[config.mk]
export PLATFORM = sky130hd
export DESIGN_NAME = interrupt_status_mask_regs_core
export DESIGN_NICKNAME = d
export VERILOG_FILES = /design/src/sv/ismr_pkg.sv /design/src/sv/interrupt_status_mask_regs_core.sv /design/src/sv/ismr_decode.sv
export VERILOG_INCLUDE_DIRS = /design/src /design/src/sv
export SDC_FILE = /design/constraint.sdc
export NUM_CORES = 1
export LEC_CHECK = 0
export BUFFER_PORTS_ARGS = -buffer_cell sky130_fd_sc_hd__buf_2
export CORE_UTILIZATION = 60
export DETAILED_ROUTE_END_ITERATION = 10
export PLACE_DENSITY = 0.83
export RECOVER_POWER = 50
export SYNTH_ARGS = -nofsm -noshare
export SYNTH_HDL_FRONTEND = slang
export SYNTH_SLANG_ARGS = --single-unit
[constraint.sdc]
create_clock -name clk -period 6.2 [get_ports clk]
set_clock_uncertainty 0.2 [all_clocks]
set_input_delay 1.24 -clock clk [delete_from_list [all_inputs] [get_ports clk]]
set_output_delay 1.24 -clock clk [all_outputs]
set_load 0.01 [all_outputs]
[src/sv/interrupt_status_mask_regs_core_macros.svh]
// Assertion macros shared by the interrupt status/mask register block.
`ifndef INTERRUPT_STATUS_MASK_REGS_CORE_MACROS_SVH
`define INTERRUPT_STATUS_MASK_REGS_CORE_MACROS_SVH

`ifndef SYNTHESIS

// Clocked property, switched off while reset is held.
`define ISMR_ASSERT(lbl, clk, rst_n, prop, msg) \
    lbl: assert property (@(posedge clk) disable iff (!rst_n) prop) else $error(msg);

// Clocked property that must hold during reset as well.
`define ISMR_ASSERT_ALWAYS(lbl, clk, prop, msg) \
    lbl: assert property (@(posedge clk) prop) else $error(msg);

`else

`define ISMR_ASSERT(lbl, clk, rst_n, prop, msg)
`define ISMR_ASSERT_ALWAYS(lbl, clk, prop, msg)

`endif

`endif

[src/sv/ismr_pkg.sv]
// Types, codes and window addresses for the interrupt status/mask registers.
package ismr_pkg;

    localparam logic [31:0] STATUS_ADDR  = 32'd528486512;
    localparam logic [31:0] MASK_ADDR    = 32'd528486516;
    localparam logic [31:0] CONTROL_ADDR = 32'd528486520;

    localparam logic [31:0] WINDOW_BYTES = 32'd4;

    localparam logic [1:0] CMD_READ  = 2'd0;
    localparam logic [1:0] CMD_WRITE = 2'd1;
    localparam logic [1:0] CMD_RAISE = 2'd2;

    localparam logic [1:0] SIZE_BYTE = 2'd0;
    localparam logic [1:0] SIZE_HALF = 2'd1;
    localparam logic [1:0] SIZE_WORD = 2'd2;

    // Largest byte offset a halfword may start at inside a window.
    localparam logic [1:0] HALF_MAX_OFFSET = 2'd2;

    typedef enum logic [1:0] {
        WIN_STATUS,
        WIN_MASK,
        WIN_CONTROL
    } win_t;

    typedef struct packed {
        logic [1:0]  cmd;
        logic [31:0] address;
        logic [1:0]  access_size;
        logic [31:0] write_data;
        logic [5:0]  irq_number;
    } req_word_t;

    typedef struct packed {
        logic        ok;
        logic [31:0] read_data;
    } rsp_word_t;

    // Decode outcome for a bus access.
    typedef struct packed {
        logic       access_ok;
        win_t       win;
        logic [1:0] offset;
    } dec_t;

endpackage

[src/sv/interrupt_status_mask_regs_core.sv]
// Interrupt status/mask/control registers behind a request/response word interface.
//
// Each request word is a bus read, a bus write or an interrupt raise, and gives exactly
// one response word in the cycle after it is accepted. The decode, the lane masking and
// the register update are one level of logic between the request handshake and the
// response register, so a new request is taken in every cycle while the response
// register is empty or being drained; only a stalled response holds requests back.
// Reading the control register clears it; a status write acknowledges pending bits by
// clearing the lanes where the written data is zero; raises of source 32 or above are
// ignored but still answer ok.
module interrupt_status_mask_regs_core (
    input  logic                clk,
    input  logic                rst_n,
    input  logic                req_valid,
    output logic                req_ready,
    input  ismr_pkg::req_word_t req,
    output logic                rsp_valid,
    input  logic                rsp_ready,
    output ismr_pkg::rsp_word_t rsp
);
    import ismr_pkg::*;
    `include "interrupt_status_mask_regs_core_macros.svh"

    logic [31:0] status_reg;
    logic [31:0] status_next;
    logic [31:0] mask_reg;
    logic [31:0] mask_next;
    logic [31:0] control_reg;
    logic [31:0] control_next;
    logic        rsp_valid_reg;
    logic        rsp_valid_next;
    rsp_word_t   rsp_reg;
    rsp_word_t   rsp_next;

    dec_t        dec;
    logic        accept;
    logic [4:0]  shift;
    logic [31:0] size_mask;
    logic [31:0] lanes;
    logic [31:0] shifted;
    logic [31:0] sel_reg;

    ismr_decode u_decode (
        .req (req),
        .dec (dec)
    );

    assign req_ready = !rsp_valid_reg || rsp_ready;
    assign accept    = req_valid && req_ready;
    assign rsp_valid = rsp_valid_reg;
    assign rsp       = rsp_reg;

    assign shift = {dec.offset, 3'b000};

    always_comb
    begin
        unique case (req.access_size)
            SIZE_BYTE: size_mask = 32'h0000_00FF;
            SIZE_HALF: size_mask = 32'h0000_FFFF;
            default:   size_mask = 32'hFFFF_FFFF;
        endcase
    end

    assign lanes   = size_mask << shift;
    assign shifted = (req.write_data << shift) & lanes;

    always_comb
    begin
        unique case (dec.win)
            WIN_STATUS:  sel_reg = status_reg;
            WIN_MASK:    sel_reg = mask_reg;
            WIN_CONTROL: sel_reg = control_reg;
            default:     sel_reg = '0;
        endcase
    end

    always_comb
    begin
        status_next    = status_reg;
        mask_next      = mask_reg;
        control_next   = control_reg;
        rsp_next       = rsp_reg;
        rsp_valid_next = rsp_valid_reg && !rsp_ready;
        if (accept)
        begin
            rsp_valid_next     = 1'b1;
            rsp_next.ok        = 1'b0;
            rsp_next.read_data = '0;
            if (req.cmd == CMD_RAISE)
            begin
                rsp_next.ok = 1'b1;
                if (!req.irq_number[5])
                begin
                    status_next = status_reg | (32'd1 << req.irq_number[4:0]);
                end
            end
            else if (dec.access_ok)
            begin
                rsp_next.ok = 1'b1;
                if (req.cmd == CMD_READ)
                begin
                    rsp_next.read_data = (sel_reg >> shift) & size_mask;
                    if (dec.win == WIN_CONTROL)
                    begin
                        control_next = '0;
                    end
                end
                else
                begin
                    unique case (dec.win)
                        WIN_STATUS:  status_next  = status_reg & (~lanes | shifted);
                        WIN_MASK:    mask_next    = (mask_reg & ~lanes) | shifted;
                        WIN_CONTROL: control_next = (control_reg & ~lanes) | shifted;
                        default:     control_next = control_reg;
                    endcase
                end
            end
        end
    end

    always_ff @(posedge clk or negedge rst_n)
    begin
        if (!rst_n)
        begin
            status_reg    <= '0;
            mask_reg      <= '0;
            control_reg   <= '0;
            rsp_valid_reg <= 1'b0;
        end
        else
        begin
            status_reg    <= status_next;
            mask_reg      <= mask_next;
            control_reg   <= control_next;
            rsp_valid_reg <= rsp_valid_next;
        end
    end

    always_ff @(posedge clk)
    begin
        rsp_reg <= rsp_next;
    end

    // A raise of a source below 32 leaves its status bit set.
    `ISMR_ASSERT(a_raise_sets, clk, rst_n, accept && (req.cmd == CMD_RAISE) && !req.irq_number[5] |=> status_reg[$past(req.irq_number[4:0])], "raise did not set status bit")

    // A successful control read leaves control cleared.
    `ISMR_ASSERT(a_ctrl_read_clears, clk, rst_n, accept && (req.cmd == CMD_READ) && dec.access_ok && (dec.win == WIN_CONTROL) |=> (control_reg == '0), "control read did not clear")

    // A failed access never returns data.
    `ISMR_ASSERT(a_fail_zero, clk, rst_n, rsp_valid && !rsp.ok |-> (rsp.read_data == '0), "failed access returned data")

    // Requests are only held back by a waiting response.
    `ISMR_ASSERT_ALWAYS(a_ready_when_empty, clk, !rsp_valid |-> req_ready, "request stalled with empty response register")

endmodule

[src/sv/ismr_decode.sv]
// Address window decode and alignment check for one bus access.
module ismr_decode (
    input  ismr_pkg::req_word_t req,
    output ismr_pkg::dec_t      dec
);
    import ismr_pkg::*;

    logic [31:0] d_status;
    logic [31:0] d_mask;
    logic [31:0] d_control;
    logic        hit_status;
    logic        hit_mask;
    logic        hit_control;
    logic        is_access;
    logic        aligned;
    win_t        win_sel;
    logic [1:0]  off_sel;

    assign d_status  = req.address - STATUS_ADDR;
    assign d_mask    = req.address - MASK_ADDR;
    assign d_control = req.address - CONTROL_ADDR;

    // A window never wraps past the top of the address space.
    assign hit_status  = (req.address >= STATUS_ADDR) && (d_status < WINDOW_BYTES);
    assign hit_mask    = (req.address >= MASK_ADDR) && (d_mask < WINDOW_BYTES);
    assign hit_control = (req.address >= CONTROL_ADDR) && (d_control < WINDOW_BYTES);

    assign is_access = ((req.cmd == CMD_READ) || (req.cmd == CMD_WRITE)) &&
                       ((req.access_size == SIZE_BYTE) || (req.access_size == SIZE_HALF) ||
                        (req.access_size == SIZE_WORD));

    always_comb
    begin
        win_sel = WIN_STATUS;
        off_sel = d_status[1:0];
        // Overlapping windows resolve in the order status, mask, control.
        priority if (hit_status)
        begin
            win_sel = WIN_STATUS;
            off_sel = d_status[1:0];
        end
        else if (hit_mask)
        begin
            win_sel = WIN_MASK;
            off_sel = d_mask[1:0];
        end
        else if (hit_control)
        begin
            win_sel = WIN_CONTROL;
            off_sel = d_control[1:0];
        end
        else
        begin
            win_sel = WIN_STATUS;
            off_sel = d_status[1:0];
        end
    end

    always_comb
    begin
        unique case (req.access_size)
            SIZE_BYTE: aligned = 1'b1;
            SIZE_HALF: aligned = (off_sel <= HALF_MAX_OFFSET);
            SIZE_WORD: aligned = (off_sel == 2'd0);
            default:   aligned = 1'b0;
        endcase
    end

    assign dec = {is_access && aligned && (hit_status || hit_mask || hit_control),
                  win_sel, off_sel};

endmodule
==> reports/metrics.yaml <==
run_status:
  run_status: "complete, but fails checks"
  violations: "capacitance limit, slew limit"
clock_tree:
  cts_sinks: 130
  postCtsSetupBuffers: 0
  path_clk_slew_ps: 60
  clock_latency_ps: 430
  h-tree-depth: 4
  cts_tree: "built"
  hold_buffers: 0
  cts_resized: 0
  clockBufferDepth: 2
  numCtsBuffers: 17
  root_buffer: "clkbuf_16"
layout:
  drive_gt1_share_pct: 17.8
  fin_util_pct: 71.6
  nNetsFinal: 1124
  fin_area_um2: 9630
  area_growth_pct: 14.7
  diodes: 0
floorplan:
  io_pins: 113
  row_count: 42
  initial_core_util_pct: 62.4
  die_w_um: 120
  dieArea_um2: 14500
  die_y_um: 120
  fp.coreArea_um2: 13500
yosys:
  synthArstFlopShare_pct: 74.6
  syn_inst: 956
  yosysSeqAreaShare_pct: 40.7
  synth_cell_types: 89
  synth_area_leaders: "dfrtp_1 29%, edfxtp_1 12%, a21oi_1 6.0%"
  avgSynthCellArea_um2: 8.79
  yosys_warnings: 0
  synthesis.nets: 1036
  syn_area_um2: 8400
  synth_common_cells: "117 x nand2_1, 101 x a21oi_1, 97 x dfrtp_1"
  yosysMostFrequentCell: "nand2_1"
  synth_edf_count: 33
  ys_seq_elements: 130
  yosysTopAreaCellShare_pct: 28.9
  yosys.area.top_type: "dfrtp_1"
  synth_flop_cell: "dfrtp_1"
timing:
  worst_pin_slew_ps: 1930
  setup_tns_ps: 0
  hold_violations: 0
  fin_crit_sh_pct: 89.5
  timing.final.crit_period_ps: 5550
  drv_slew: 109
  grt_setup_unrepaired: "no"
  fmax_mhz: 180
  relSlewSlack_pct: -28.9
  setup_viol: 0
setup_path:
  crit_arrival_ps: 5530
  cp-end-kind: "register"
  worstSetupStartpointType: "input port"
  cp_data_required_time_ps: 6180
  crit_type: "input port to register"
  path_max_fanout: 16
power:
  p_per_area_nw_per_um2: 238
  power_switching_w: 0.000646
  swShare_pct: 28.2
  p_int_w: 0.00165
  combPwrFrac_pct: 13.6
  clkPwrFrac_pct: 46.4
  total_power_w: 0.00229
  power_leakage_nw: 3.99
  ir_drop_uv: 286
  seqPwrFrac_pct: 39.9
place:
  placed_cell_area_um2: 9050
  dp_hpwl_mm: 22.8
  io_buffers: 112
  gp_congestion: 1.05
drt:
  antenna_left: 0
  via_per_inst: 7.26
  routed_wl_mm: 31.7
  drt_pass1_iterations: 6
  drc: 0
  wl_per_cell_um: 25.7
  drtIter0Drc: 1664
  vias: 8946
global_routing:
  track_usage_pct: 44.9
  grt_max_degree: 75
  grt_pass1_wl_mm: 47.9
  antenna_found_initial: 0
  grt_remaining_overflow: 0
  grt_pass1_vias: 8083
hold_path:
  holdCritPathClass: "register to register"
flow_run:
  cap_viol_max_count: 2
power groups by stage:
stage | logic (W) | registers (W) | clock network, W
3_5_place_dp | 0.000296 | 0.000928 | 0
3_3_place_gp | 0.000295 | 0.000927 | 0
4_1_cts | 0.000300 | 0.000913 | 0.00105
5_1_grt | 0.000330 | 0.000917 | 0.00109
6_report | 0.000312 | 0.000916 | 0.00106
2_1_floorplan | 0.000165 | 0.000930 | 0
layout make-up:
type | instances | area, um2
clock buffer | 19 | 443
inverter | 19 | 71.3
timing repair buffer | 134 | 698
tap | 176 | 220
fill | 1024 | 3820
clock inverter | 13 | 171
multi-input combinational | 742 | 4610
sequential | 130 | 3420
per-layer routing:
metal  track usage (%)  vias up  routed length (um)
li1                  -     3776                   -
met1              58.9     4138               11600
met5                 0        -                   0
met3              14.7      178                4590
met4              23.7        0                1950
met2              66.0      854               13600
cells in the final DEF (no fill, tap or decap), types with 21 or more instances in the layout:
master / instances
nor2_1: 57
dfrtp_1: 97
nand2_1: 117
mux2i_1: 21
o21ai_0: 77
o21ai_1: 27
edfxtp_1: 33
a21oi_1: 101
nand3_1: 21
a22o_1: 22
buf_2: 95
worst paths after layout:
kind / from / slack, ps / cells past startpoint / end
worst min register to register: control_reg[5] / 280 / 2 / control_reg[5]
worst max-delay path: req[44] / 650 / 11 / rsp[24]
min in group asynchronous: rst_n / 900 / 1 / control_reg[25]
max in group asynchronous: rst_n / 2400 / 2 / async pin
worst max register to register: rsp_valid / 3440 / 8 / control_reg[22]
worst min-delay path: control_reg[5] / 280 / 2 / control_reg[5]
cells by family after synthesis:
kind of cell    after synthesis  synth area share, %
compound gates              348                 26.7
xor+xnor                     13                 1.36
fa+ha+maj                     2                0.298
buf+inv                      84                 4.50
flops                       130                 40.7
mux                          40                 5.09
simple gates                339                 21.4
critical path, stage by stage:
cell     delay [ps]
buf_2           220
ha_1            410
nand3_1         200
a31oi_1         560
xnor2_1         140
or3_1           310
or4_1           770
nor3_2          340
o31ai_1         160
or3b_1          690
nor2_1          470
metrics by stage:
stage / cells / hold slack (ps) / setup slack (ps)
floorplan: 956 / 240 / 1420
global placement: 1201 / 251 / 546
detailed placement: 1201 / 265 / 602
CTS: 1233 / 278 / 1050
global route: 1233 / 304 / 581
finish: 1233 / 279 / 650
(Power assumes the default switching activity.)
